[src/rtl/dod_pkg.sv]
`timescale 1ns / 1ps

package dod_pkg;

  localparam int unsigned MONTHS_PER_YEAR = 12;
  localparam int unsigned MAX_YEAR        = 9999;
  localparam int unsigned YEAR_BIAS       = 400;
  localparam int unsigned DAYS_PER_ERA    = 146097;

  typedef struct packed {
    logic        func;
    logic [13:0] start_year;
    logic [3:0]  start_month;
    logic [4:0]  start_day;
    logic [19:0] day_count;
  } dod_in_t;

  typedef struct packed {
    logic [13:0] result_year;
    logic [3:0]  result_month;
    logic [4:0]  result_day;
    logic        range_error;
  } dod_out_t;

  typedef enum logic [3:0] {
    ST_IDLE,
    ST_CHECK,
    ST_VALID,
    ST_DIV,
    ST_WAIT,
    ST_SERIAL,
    ST_OFFSET,
    ST_DOY,
    ST_FINAL
  } dod_state_t;

  // divisions run on the shared divider, in this order
  typedef enum logic [3:0] {
    OP_Y100,
    OP_Y400,
    OP_ERA,
    OP_D1460,
    OP_D36524,
    OP_D146096,
    OP_Y365,
    OP_YOE100,
    OP_MP153
  } dod_op_t;

  typedef struct packed {
    logic    load_in;
    logic    do_check;
    logic    do_valid;
    logic    do_serial;
    logic    do_offset;
    logic    do_doy;
    logic    load_out;
    logic    div_start;
    logic    div_store;
    dod_op_t div_op;
  } dod_cmd_t;

  typedef struct packed {
    logic bad;
    logic neg;
    logic div_done;
  } dod_sts_t;

  // month length, January is 1; codes outside 1..12 give 0
  function automatic logic [4:0] days_in_month(input logic [3:0] m, input logic leap);
    logic [4:0] len;
    case (m) inside
      4'd1, 4'd3, 4'd5, 4'd7, 4'd8, 4'd10, 4'd12: len = 5'd31;
      4'd4, 4'd6, 4'd9, 4'd11:                    len = 5'd30;
      4'd2:                                       len = leap ? 5'd29 : 5'd28;
      default:                                    len = 5'd0;
    endcase
    return len;
  endfunction

  // days before the first of a month in a year that starts on March 1st
  function automatic logic [8:0] cum_days(input logic [3:0] mp);
    logic [8:0] c;
    case (mp)
      4'd0:    c = 9'd0;
      4'd1:    c = 9'd31;
      4'd2:    c = 9'd61;
      4'd3:    c = 9'd92;
      4'd4:    c = 9'd122;
      4'd5:    c = 9'd153;
      4'd6:    c = 9'd184;
      4'd7:    c = 9'd214;
      4'd8:    c = 9'd245;
      4'd9:    c = 9'd275;
      4'd10:   c = 9'd306;
      4'd11:   c = 9'd337;
      default: c = 9'd0;
    endcase
    return c;
  endfunction

endpackage

[src/rtl/dod_div.sv]
`timescale 1ns / 1ps

// Constant divider by reciprocal multiplication, s = 23:
// q = (x * floor(2^23 / d)) >> 23 is low by at most one for any 23-bit x,
// so one compare and subtract finishes it. Three pipeline stages, and done rises together
// with the quotient and remainder registers. The caller guarantees the quotient fits in 9 bits.
module dod_div (
  input  logic        clk,
  input  logic        rst_n,
  input  logic        start,
  input  logic [22:0] dividend,
  input  logic [17:0] divisor,
  input  logic [16:0] recip,
  output logic        done,
  output logic [8:0]  quo,
  output logic [22:0] rem
);

  logic        s1_r, s2_r, s3_r, done_r;
  logic [22:0] x_r;
  logic [17:0] d_r;
  logic [16:0] m_r;
  logic [39:0] prod_r;
  logic [16:0] q_r;
  logic [22:0] qd_r;
  logic [22:0] rem_r, rem_nxt;
  logic [8:0]  quo_r, quo_nxt;
  logic [22:0] part;

  // estimate is never high, so the partial remainder stays below 2 * d
  always_comb begin
    part = x_r - qd_r;
    if (part >= 23'(d_r)) begin
      rem_nxt = part - 23'(d_r);
      quo_nxt = 9'(q_r + 17'd1);
    end else begin
      rem_nxt = part;
      quo_nxt = q_r[8:0];
    end
  end

  always_ff @(posedge clk) begin
    if (!rst_n) begin
      s1_r   <= 1'b0;
      s2_r   <= 1'b0;
      s3_r   <= 1'b0;
      done_r <= 1'b0;
    end else begin
      s1_r   <= start;
      s2_r   <= s1_r;
      s3_r   <= s2_r;
      done_r <= s3_r;
    end
    if (start) begin
      x_r <= dividend;
      d_r <= divisor;
      m_r <= recip;
    end
    if (s1_r) begin
      prod_r <= 40'(x_r) * 40'(m_r);
    end
    if (s2_r) begin
      q_r  <= prod_r[39:23];
      qd_r <= 23'(35'(prod_r[39:23]) * 35'(d_r));
    end
    if (s3_r) begin
      rem_r <= rem_nxt;
      quo_r <= quo_nxt;
    end
  end

  assign done = done_r;
  assign quo  = quo_r;
  assign rem  = rem_r;

endmodule

[src/rtl/dod_datapath.sv]
`timescale 1ns / 1ps

module dod_datapath (
  input  logic              clk,
  input  logic              rst_n,
  input  dod_pkg::dod_in_t  in_data,
  input  dod_pkg::dod_cmd_t cmd,
  output dod_pkg::dod_sts_t sts,
  output dod_pkg::dod_out_t out_data
);

  import dod_pkg::*;

  dod_in_t     in_r;
  dod_out_t    out_r;
  logic        err_r;
  logic [7:0]  q100y_r;
  logic [13:0] yy_r;
  logic [6:0]  q100_r;
  logic [4:0]  q400_r;
  logic [22:0] serial_r;
  logic [22:0] n_r;
  logic [5:0]  era_r;
  logic [17:0] doe_r;
  logic [6:0]  c1460_r;
  logic [2:0]  c36524_r;
  logic        c146096_r;
  logic [8:0]  yoe_r;
  logic [1:0]  yoe100_r;
  logic [8:0]  doy_r;
  logic [3:0]  mp_r;

  logic [26:0] mul_y;
  logic [13:0] hund;
  logic [13:0] r100;
  logic        leap;
  logic [4:0]  dim;
  logic        bad;
  logic [14:0] yy_sum;
  logic [3:0]  mp_in;
  logic [8:0]  doy_in;
  logic [22:0] serial_nxt;
  logic [23:0] nsum;
  logic [17:0] t365;
  logic [17:0] doy_full;
  logic [15:0] yr_sum;
  logic        year_ok;
  logic [3:0]  mm;
  logic [4:0]  dd;

  logic        div_done;
  logic [8:0]  div_quo;
  logic [22:0] div_rem;
  logic [22:0] div_dividend;
  logic [17:0] div_divisor;
  logic [16:0] div_recip;

  // y / 100 by reciprocal, exact for 14-bit years
  assign mul_y = 27'(in_r.start_year) * 27'd5243;

  always_comb begin
    hund = 14'(q100y_r * 14'd100);
    r100 = in_r.start_year - hund;
    leap = ((in_r.start_year[1:0] == 2'd0) && (r100 != 14'd0)) ||
           ((r100 == 14'd0) && (q100y_r[1:0] == 2'd0));
    dim  = days_in_month(in_r.start_month, leap);
    bad  = (in_r.start_year > 14'(MAX_YEAR)) || (in_r.start_month == 4'd0) ||
           (in_r.start_month > 4'(MONTHS_PER_YEAR)) || (in_r.start_day == 5'd0) ||
           (in_r.start_day > dim);
    yy_sum = 15'(in_r.start_year) + 15'(YEAR_BIAS) - 15'(in_r.start_month <= 4'd2);
  end

  always_comb begin
    mp_in      = (in_r.start_month >= 4'd3) ? in_r.start_month - 4'd3
                                            : in_r.start_month + 4'd9;
    doy_in     = cum_days(mp_in) + 9'(in_r.start_day) - 9'd1;
    serial_nxt = 23'(yy_r * 23'd365) + 23'(yy_r >> 2) - 23'(q100_r) + 23'(q400_r)
               + 23'(doy_in);
    nsum       = in_r.func ? 24'(serial_r) - 24'(in_r.day_count)
                           : 24'(serial_r) + 24'(in_r.day_count);
    t365       = doe_r - 18'(c1460_r) + 18'(c36524_r) - 18'(c146096_r);
    doy_full   = doe_r - (18'(yoe_r * 18'd365) + 18'(yoe_r >> 2) - 18'(yoe100_r));
  end

  // March-based year: January and February belong to the next calendar year
  always_comb begin
    yr_sum  = 16'(yoe_r) + 16'(era_r * 16'd400) + 16'(mp_r >= 4'd10);
    year_ok = (yr_sum >= 16'(YEAR_BIAS)) && (yr_sum <= 16'(YEAR_BIAS + MAX_YEAR));
    mm      = (mp_r < 4'd10) ? mp_r + 4'd3 : mp_r - 4'd9;
    dd      = 5'(doy_r - cum_days(mp_r) + 9'd1);
  end

  // recip is floor(2^23 / divisor)
  always_comb begin
    unique case (cmd.div_op)
      OP_Y100: begin
        div_dividend = 23'(yy_r);
        div_divisor  = 18'd100;
        div_recip    = 17'd83886;
      end
      OP_Y400: begin
        div_dividend = 23'(yy_r);
        div_divisor  = 18'd400;
        div_recip    = 17'd20971;
      end
      OP_ERA: begin
        div_dividend = n_r;
        div_divisor  = 18'(DAYS_PER_ERA);
        div_recip    = 17'd57;
      end
      OP_D1460: begin
        div_dividend = 23'(doe_r);
        div_divisor  = 18'd1460;
        div_recip    = 17'd5745;
      end
      OP_D36524: begin
        div_dividend = 23'(doe_r);
        div_divisor  = 18'd36524;
        div_recip    = 17'd229;
      end
      OP_D146096: begin
        div_dividend = 23'(doe_r);
        div_divisor  = 18'd146096;
        div_recip    = 17'd57;
      end
      OP_Y365: begin
        div_dividend = 23'(t365);
        div_divisor  = 18'd365;
        div_recip    = 17'd22982;
      end
      OP_YOE100: begin
        div_dividend = 23'(yoe_r);
        div_divisor  = 18'd100;
        div_recip    = 17'd83886;
      end
      OP_MP153: begin
        div_dividend = 23'(doy_r) * 23'd5 + 23'd2;
        div_divisor  = 18'd153;
        div_recip    = 17'd54827;
      end
      default: begin
        div_dividend = '0;
        div_divisor  = 18'd1;
        div_recip    = 17'd0;
      end
    endcase
  end

  dod_div u_div (
    .clk      (clk),
    .rst_n    (rst_n),
    .start    (cmd.div_start),
    .dividend (div_dividend),
    .divisor  (div_divisor),
    .recip    (div_recip),
    .done     (div_done),
    .quo      (div_quo),
    .rem      (div_rem)
  );

  always_ff @(posedge clk) begin
    if (cmd.load_in) begin
      in_r  <= in_data;
      err_r <= 1'b0;
    end
    if (cmd.do_check) begin
      q100y_r <= mul_y[26:19];
    end
    if (cmd.do_valid) begin
      yy_r <= yy_sum[13:0];
      if (bad) begin
        err_r <= 1'b1;
      end
    end
    if (cmd.do_serial) begin
      serial_r <= serial_nxt;
    end
    if (cmd.do_offset) begin
      n_r <= nsum[22:0];
      if (nsum[23]) begin
        err_r <= 1'b1;
      end
    end
    if (cmd.do_doy) begin
      doy_r <= doy_full[8:0];
    end
    if (cmd.div_store) begin
      case (cmd.div_op)
        OP_Y100:    q100_r    <= div_quo[6:0];
        OP_Y400:    q400_r    <= div_quo[4:0];
        OP_ERA: begin
          era_r <= div_quo[5:0];
          doe_r <= div_rem[17:0];
        end
        OP_D1460:   c1460_r   <= div_quo[6:0];
        OP_D36524:  c36524_r  <= div_quo[2:0];
        OP_D146096: c146096_r <= div_quo[0];
        OP_Y365:    yoe_r     <= div_quo[8:0];
        OP_YOE100:  yoe100_r  <= div_quo[1:0];
        OP_MP153:   mp_r      <= div_quo[3:0];
        default:    ;
      endcase
    end
    if (cmd.load_out) begin
      if (err_r || !year_ok) begin
        out_r <= '{result_year: '0, result_month: '0, result_day: '0, range_error: 1'b1};
      end else begin
        out_r <= '{result_year: yr_sum[13:0] - 14'(YEAR_BIAS), result_month: mm,
                   result_day: dd, range_error: 1'b0};
      end
    end
  end

  assign sts.bad      = bad;
  assign sts.neg      = nsum[23];
  assign sts.div_done = div_done;
  assign out_data     = out_r;

endmodule

[src/rtl/dod_ctrl.sv]
`timescale 1ns / 1ps

module dod_ctrl (
  input  logic              clk,
  input  logic              rst_n,
  input  logic              in_valid,
  output logic              in_stall,
  output logic              out_valid,
  input  logic              out_stall,
  input  dod_pkg::dod_sts_t sts,
  output dod_pkg::dod_cmd_t cmd
);

  import dod_pkg::*;

  dod_state_t state_r, state_nxt;
  dod_op_t    op_r, op_nxt;
  logic       out_valid_r, out_valid_nxt;

  always_ff @(posedge clk) begin
    if (!rst_n) begin
      state_r     <= ST_IDLE;
      op_r        <= OP_Y100;
      out_valid_r <= 1'b0;
    end else begin
      state_r     <= state_nxt;
      op_r        <= op_nxt;
      out_valid_r <= out_valid_nxt;
    end
  end

  always_comb begin
    cmd        = '0;
    cmd.div_op = op_r;
    state_nxt  = state_r;
    op_nxt     = op_r;
    unique case (state_r)
      ST_IDLE: begin
        if (in_valid) begin
          cmd.load_in = 1'b1;
          state_nxt   = ST_CHECK;
        end
      end
      ST_CHECK: begin
        cmd.do_check = 1'b1;
        state_nxt    = ST_VALID;
      end
      ST_VALID: begin
        cmd.do_valid = 1'b1;
        if (sts.bad) begin
          state_nxt = ST_FINAL;
        end else begin
          op_nxt    = OP_Y100;
          state_nxt = ST_DIV;
        end
      end
      ST_DIV: begin
        cmd.div_start = 1'b1;
        state_nxt     = ST_WAIT;
      end
      ST_WAIT: begin
        if (sts.div_done) begin
          cmd.div_store = 1'b1;
          state_nxt     = ST_DIV;
          unique case (op_r)
            OP_Y100:    op_nxt    = OP_Y400;
            OP_Y400:    state_nxt = ST_SERIAL;
            OP_ERA:     op_nxt    = OP_D1460;
            OP_D1460:   op_nxt    = OP_D36524;
            OP_D36524:  op_nxt    = OP_D146096;
            OP_D146096: op_nxt    = OP_Y365;
            OP_Y365:    op_nxt    = OP_YOE100;
            OP_YOE100:  state_nxt = ST_DOY;
            OP_MP153:   state_nxt = ST_FINAL;
            default:    state_nxt = ST_FINAL;
          endcase
        end
      end
      ST_SERIAL: begin
        cmd.do_serial = 1'b1;
        state_nxt     = ST_OFFSET;
      end
      ST_OFFSET: begin
        cmd.do_offset = 1'b1;
        if (sts.neg) begin
          state_nxt = ST_FINAL;
        end else begin
          op_nxt    = OP_ERA;
          state_nxt = ST_DIV;
        end
      end
      ST_DOY: begin
        cmd.do_doy = 1'b1;
        op_nxt     = OP_MP153;
        state_nxt  = ST_DIV;
      end
      ST_FINAL: begin
        // wait for room in the output register
        if (!out_valid_r || !out_stall) begin
          cmd.load_out = 1'b1;
          state_nxt    = ST_IDLE;
        end
      end
      default: state_nxt = ST_IDLE;
    endcase
  end

  always_comb begin
    if (cmd.load_out) begin
      out_valid_nxt = 1'b1;
    end else if (!out_stall) begin
      out_valid_nxt = 1'b0;
    end else begin
      out_valid_nxt = out_valid_r;
    end
  end

  assign in_stall  = (state_r != ST_IDLE);
  assign out_valid = out_valid_r;

endmodule

[src/rtl/date_offset_by_days.sv]
`timescale 1ns / 1ps
// Sequencing: after an input transfer out_valid rises once the last division is stored;
// an invalid start date skips all divisions and a day number before the epoch skips seven.
// A new item is taken only once the previous one has left the sequencer; a valid date
// runs nine constant divisions one after another on a shared reciprocal divider, and a
// result still held in the output register delays the next one.
// Reset: synchronous active-low rst_n returns the sequencer to idle and empties
// the output register.
module date_offset_by_days (
  input  logic              clk,
  input  logic              rst_n,
  input  logic              in_valid,
  output logic              in_stall,
  input  dod_pkg::dod_in_t  in_data,
  output logic              out_valid,
  input  logic              out_stall,
  output dod_pkg::dod_out_t out_data
);

  import dod_pkg::*;

  dod_cmd_t cmd;
  dod_sts_t sts;

  dod_ctrl u_ctrl (
    .clk       (clk),
    .rst_n     (rst_n),
    .in_valid  (in_valid),
    .in_stall  (in_stall),
    .out_valid (out_valid),
    .out_stall (out_stall),
    .sts       (sts),
    .cmd       (cmd)
  );

  dod_datapath u_dp (
    .clk      (clk),
    .rst_n    (rst_n),
    .in_data  (in_data),
    .cmd      (cmd),
    .sts      (sts),
    .out_data (out_data)
  );

endmodule

[config.mk]
export PLATFORM = sky130hd
export DESIGN_NAME = date_offset_by_days
export DESIGN_NICKNAME = d
export VERILOG_FILES = /design/src/rtl/dod_pkg.sv /design/src/rtl/dod_div.sv /design/src/rtl/dod_datapath.sv /design/src/rtl/dod_ctrl.sv /design/src/rtl/date_offset_by_days.sv
export SDC_FILE = /design/constraint.sdc
export NUM_CORES = 2
export LEC_CHECK = 0
export BUFFER_PORTS_ARGS = -buffer_cell sky130_fd_sc_hd__buf_2
export CAP_MARGIN = 20
export CORE_UTILIZATION = 45
export DETAILED_ROUTE_END_ITERATION = 10
export PLACE_DENSITY_LB_ADDON = 0.25
export SLEW_MARGIN = 25
export SYNTH_ARGS = -nofsm -noshare
export SYNTH_HDL_FRONTEND = slang
export SYNTH_SLANG_ARGS = --single-unit
[constraint.sdc]
create_clock -name clk -period 12.97 [get_ports clk]
set_input_delay 0.6485 -clock clk [delete_from_list [all_inputs] [get_ports clk]]
set_output_delay 0.6485 -clock clk [all_outputs]
set_load 0.02 [all_outputs]
==> metrics.txt <==
number of clock sinks=351; Max-slew headroom=0.277; CP Data Required Time=13.39 ns; routability-driven placement congestion ratio=0.925; Largest stage delay, worst path=0.52 ns; skew final=0.0610 ns; min cycle time layout=7.92 ns; Worst Setup End Kind=register; total number of yosys warnings=0; Int Power=6.92 mW; Antenna Violating Nets Remaining=0; global-route wire length before repair=178 mm; Post-Syn Nets=5,919; TritonCTS clock tree=built; Clock Path Buffers=3; Pre-Repair DR Iteration Count=6; Leak=24.1 nW; total global routing overflow=0; synthesis-stage register bit count=351; Worst setup SP type=register; Seq/Total Area, Yosys=0.223; post-synth cell types=84; largest net degree at the start of global routing=52; Mapped Area=46,300 µm²; clock latency on the worst-skew pair=0.64 ns; CP most frequent cell=fa_1; vias per inst=5.15; final setup fails=0; area of the core=102,000 µm²; Hold Path Class=in -> reg; cts repair resizes=0; drt initial violations=1,957; Slew Viols, Final=0; Post-synth EDFFs=332; worst r2r path cells=31; Power Density=263 nW/µm²; Detail Placement HPWL=90.2 mm; Gate power share=0.750; fmax=126 MHz; GRT met1 Usage=0.290; hold_ws=0.182 ns; die height=323 µm; syn_area_per_cell=10.1 µm²; GR Util met3=0.0384; reg2reg start=u_dp.in_r[28]; initial core utilization=0.455; WS Path Type=reg -> reg; CP max FO=11; RSZ-0062 raised after global routing=no; Die W=323 µm; DRT Wirelength=111 mm; total number of vias=31,100; Post-Route Utilization=0.489; CTS clk-pin slew, worst paths=0.07 ns; GR peak layer=met2; cells after synthesis=4,586; fillers=9,494; endpoints failing hold=0; antenna violations before repair=8; Inst Count DP=5,944; r2r endpoint=u_dp.serial_r[22]; cell taking the most area after synthesis=fa_1; Remaining DRCs=0; die area=104,000 µm²; ys flop type=edfxtp_1; hold path cells=1; Total Neg Setup Slack=0 ns; H-tree depth=2; status=finished, final reports clean; Area growth, synth to finish=7.59%; Clock Root Buffer=clkbuf_16; CTS Buf Count=45; vias in the first global route=32,500; sink of the worst hold path=u_dp.in_r[3]; Post-CTS Setup Repair Bufs=0; Worst Path Arrival=8.34 ns; asr flop ratio synth=0; worst slew pin tran=1.08 ns; CP max stage cell=edfxtp_1; Final period util=0.611; switching power=6.21 mW; max cap viols=0; PortBufs=73; Synth top area share=0.267; GRT Total Usage=0.222; Flop pwr share=0.146; switching share of power=0.473; cts hold-fix bufs=0; clock power share=0.104; met2 Use GR=0.374; Area contributors post-synth=fa_1 (27%), edfxtp_1 (22%), ha_1 (18%); Final Non-Filler Cells=6,030; top-level I/O count=74; hold path start=in_data[3]; post-DR wirelength/cell=18.4 µm; Reg2Reg Setup Slack=5.05 ns; # rows=117; Total Power=13.1 mW; share of cells above drive strength 1=0.0468; VDD IR max=0.000279 V; nets=5,956
==> registers in the layout, indices dropped and copies added, names as in the netlist, 12 cells and up, named ones only <==
signal	cells
u_dp.doe_r	18
u_dp.in_r	44
u_dp.n_r	23
u_dp.out_data	24
u_dp.serial_r	23
u_dp.u_div.d_r	12
u_dp.u_div.m_r	14
u_dp.u_div.prod_r	17
u_dp.u_div.qd_r	23
u_dp.u_div.rem	18
u_dp.u_div.x_r	23
u_dp.yy_r	14
==> how the worst max path moves through the flow <==
stage	from	to	slack, ns
after global placement	u_dp.in_r[28]	u_dp.serial_r[22]	5.16
after floorplan	u_dp.in_r[28]	u_dp.serial_r[22]	5.65
final	u_dp.in_r[28]	u_dp.serial_r[22]	5.05
after detailed placement	u_dp.in_r[28]	u_dp.serial_r[22]	5.12
after global routing	u_dp.in_r[28]	u_dp.serial_r[22]	4.42
after CTS	u_dp.in_r[28]	u_dp.serial_r[22]	5.05
==> metal layers <==
metal | up-vias | share of wire
met5 | - | 0.00057
met4 | 10 | 0.029
met3 | 172 | 0.060
met2 | 732 | 0.48
met1 | 15400 | 0.43
li1 | 14800 | -
==> worst max-delay path: cells and delay by family, from the launching register on <==
kind | cells | cell delay (ns)
fa+ha+maj | 9 | 3.40
compound gates | 10 | 1.70
simple gates | 7 | 1.66
flops | 1 | 0.52
buf+inv | 4 | 0.28
xor+xnor | 1 | 0.15
==> cell usage after synthesis, types with 7 or more instances <==
cell      number
a21o_1        59
a21oi_1      161
or3_1         18
nand4_1        9
o21ai_0       87
mux2i_1       20
o21bai_1      36
xnor2_1      183
or2_2         13
clkbuf_1      99
nor2_1       136
a211oi_1      15
a22oi_1        8
nor3_1        44
dfxtp_1       19
xor2_1        71
edfxtp_1     332
and2_1       250
nand2b_1      31
nor2b_1       26
and3_1        26
inv_1       1009
o211ai_1       7
a222oi_1      11
ha_1         666
fa_1         619
a31oi_1       14
nand3_1       43
a211o_1        7
o21a_1        31
nand2_1      396
a21boi_0       8
==> cell type report <==
cell class | instances | area [µm²] | share of cell area
diodes | 2 | 5.00 | 0.000100
clock buffers | 47 | 1130 | 0.0227
clock inverters | 37 | 508 | 0.0102
inverters | 1010 | 3790 | 0.0761
multi-input cells | 3117 | 31800 | 0.638
flip-flops and latches | 351 | 10400 | 0.208
well taps | 1368 | 1710 | 0.0343
repair buffers | 98 | 553 | 0.0111
==> power groups by stage <==
stage / Clock [mW] / Combinational [mW] / Sequential (mW)
6_report: 1.37 / 9.85 / 1.92
5_1_grt: 1.44 / 11.3 / 1.93
4_1_cts: 1.40 / 9.93 / 1.92
3_5_place_dp: 0 / 9.81 / 1.94
3_3_place_gp: 0 / 9.71 / 1.94
2_1_floorplan: 0 / 7.63 / 1.86
==> cells in the final DEF, fill, tap and decap left out, types with 26 or more instances in the layout <==
master | netlist | final
and2_1 | 250 | 250
o21bai_1 | 36 | 36
nor3_1 | 44 | 43
nand2_1 | 396 | 396
nor2b_1 | 26 | 26
o21a_1 | 31 | 31
buf_2 | 2 | 73
nor2_1 | 136 | 135
inv_1 | 1009 | 1008
xnor2_1 | 183 | 183
xor2_1 | 71 | 71
fa_1 | 619 | 619
a21oi_1 | 161 | 160
clkbuf_16 | 0 | 45
o21ai_0 | 87 | 87
nand2b_1 | 31 | 31
nand3_1 | 43 | 43
edfxtp_1 | 332 | 332
ha_1 | 666 | 666
a21o_1 | 59 | 59
==> per-stage QoR <==
stage | area, µm² | setup WS, ns
finish | 49800 | 5.05
global placement | 48200 | 5.16
global route | 49800 | 4.42
detailed placement | 48200 | 5.12
CTS | 49800 | 5.05
floorplan | 46300 | 5.65
==> logic make-up (layout without fill, tap and decap cells) <==
kind of cell               count (synthesis)  in the layout  share of synthesized area
DFF                                      351            351                      0.223
buffers and inverters                   1118           1192                     0.0910
other                                      0              2                          0
adders and majority gates               1285           1285                      0.447
xor gates and xnor gates                 255            255                     0.0485
muxes                                     22             22                    0.00481
and+or+nand+nor                         1030           1030                      0.110
AOI/OAI and AO/OA                        525            525                     0.0748
No activity file was read; power rests on OpenSTA's default activity.
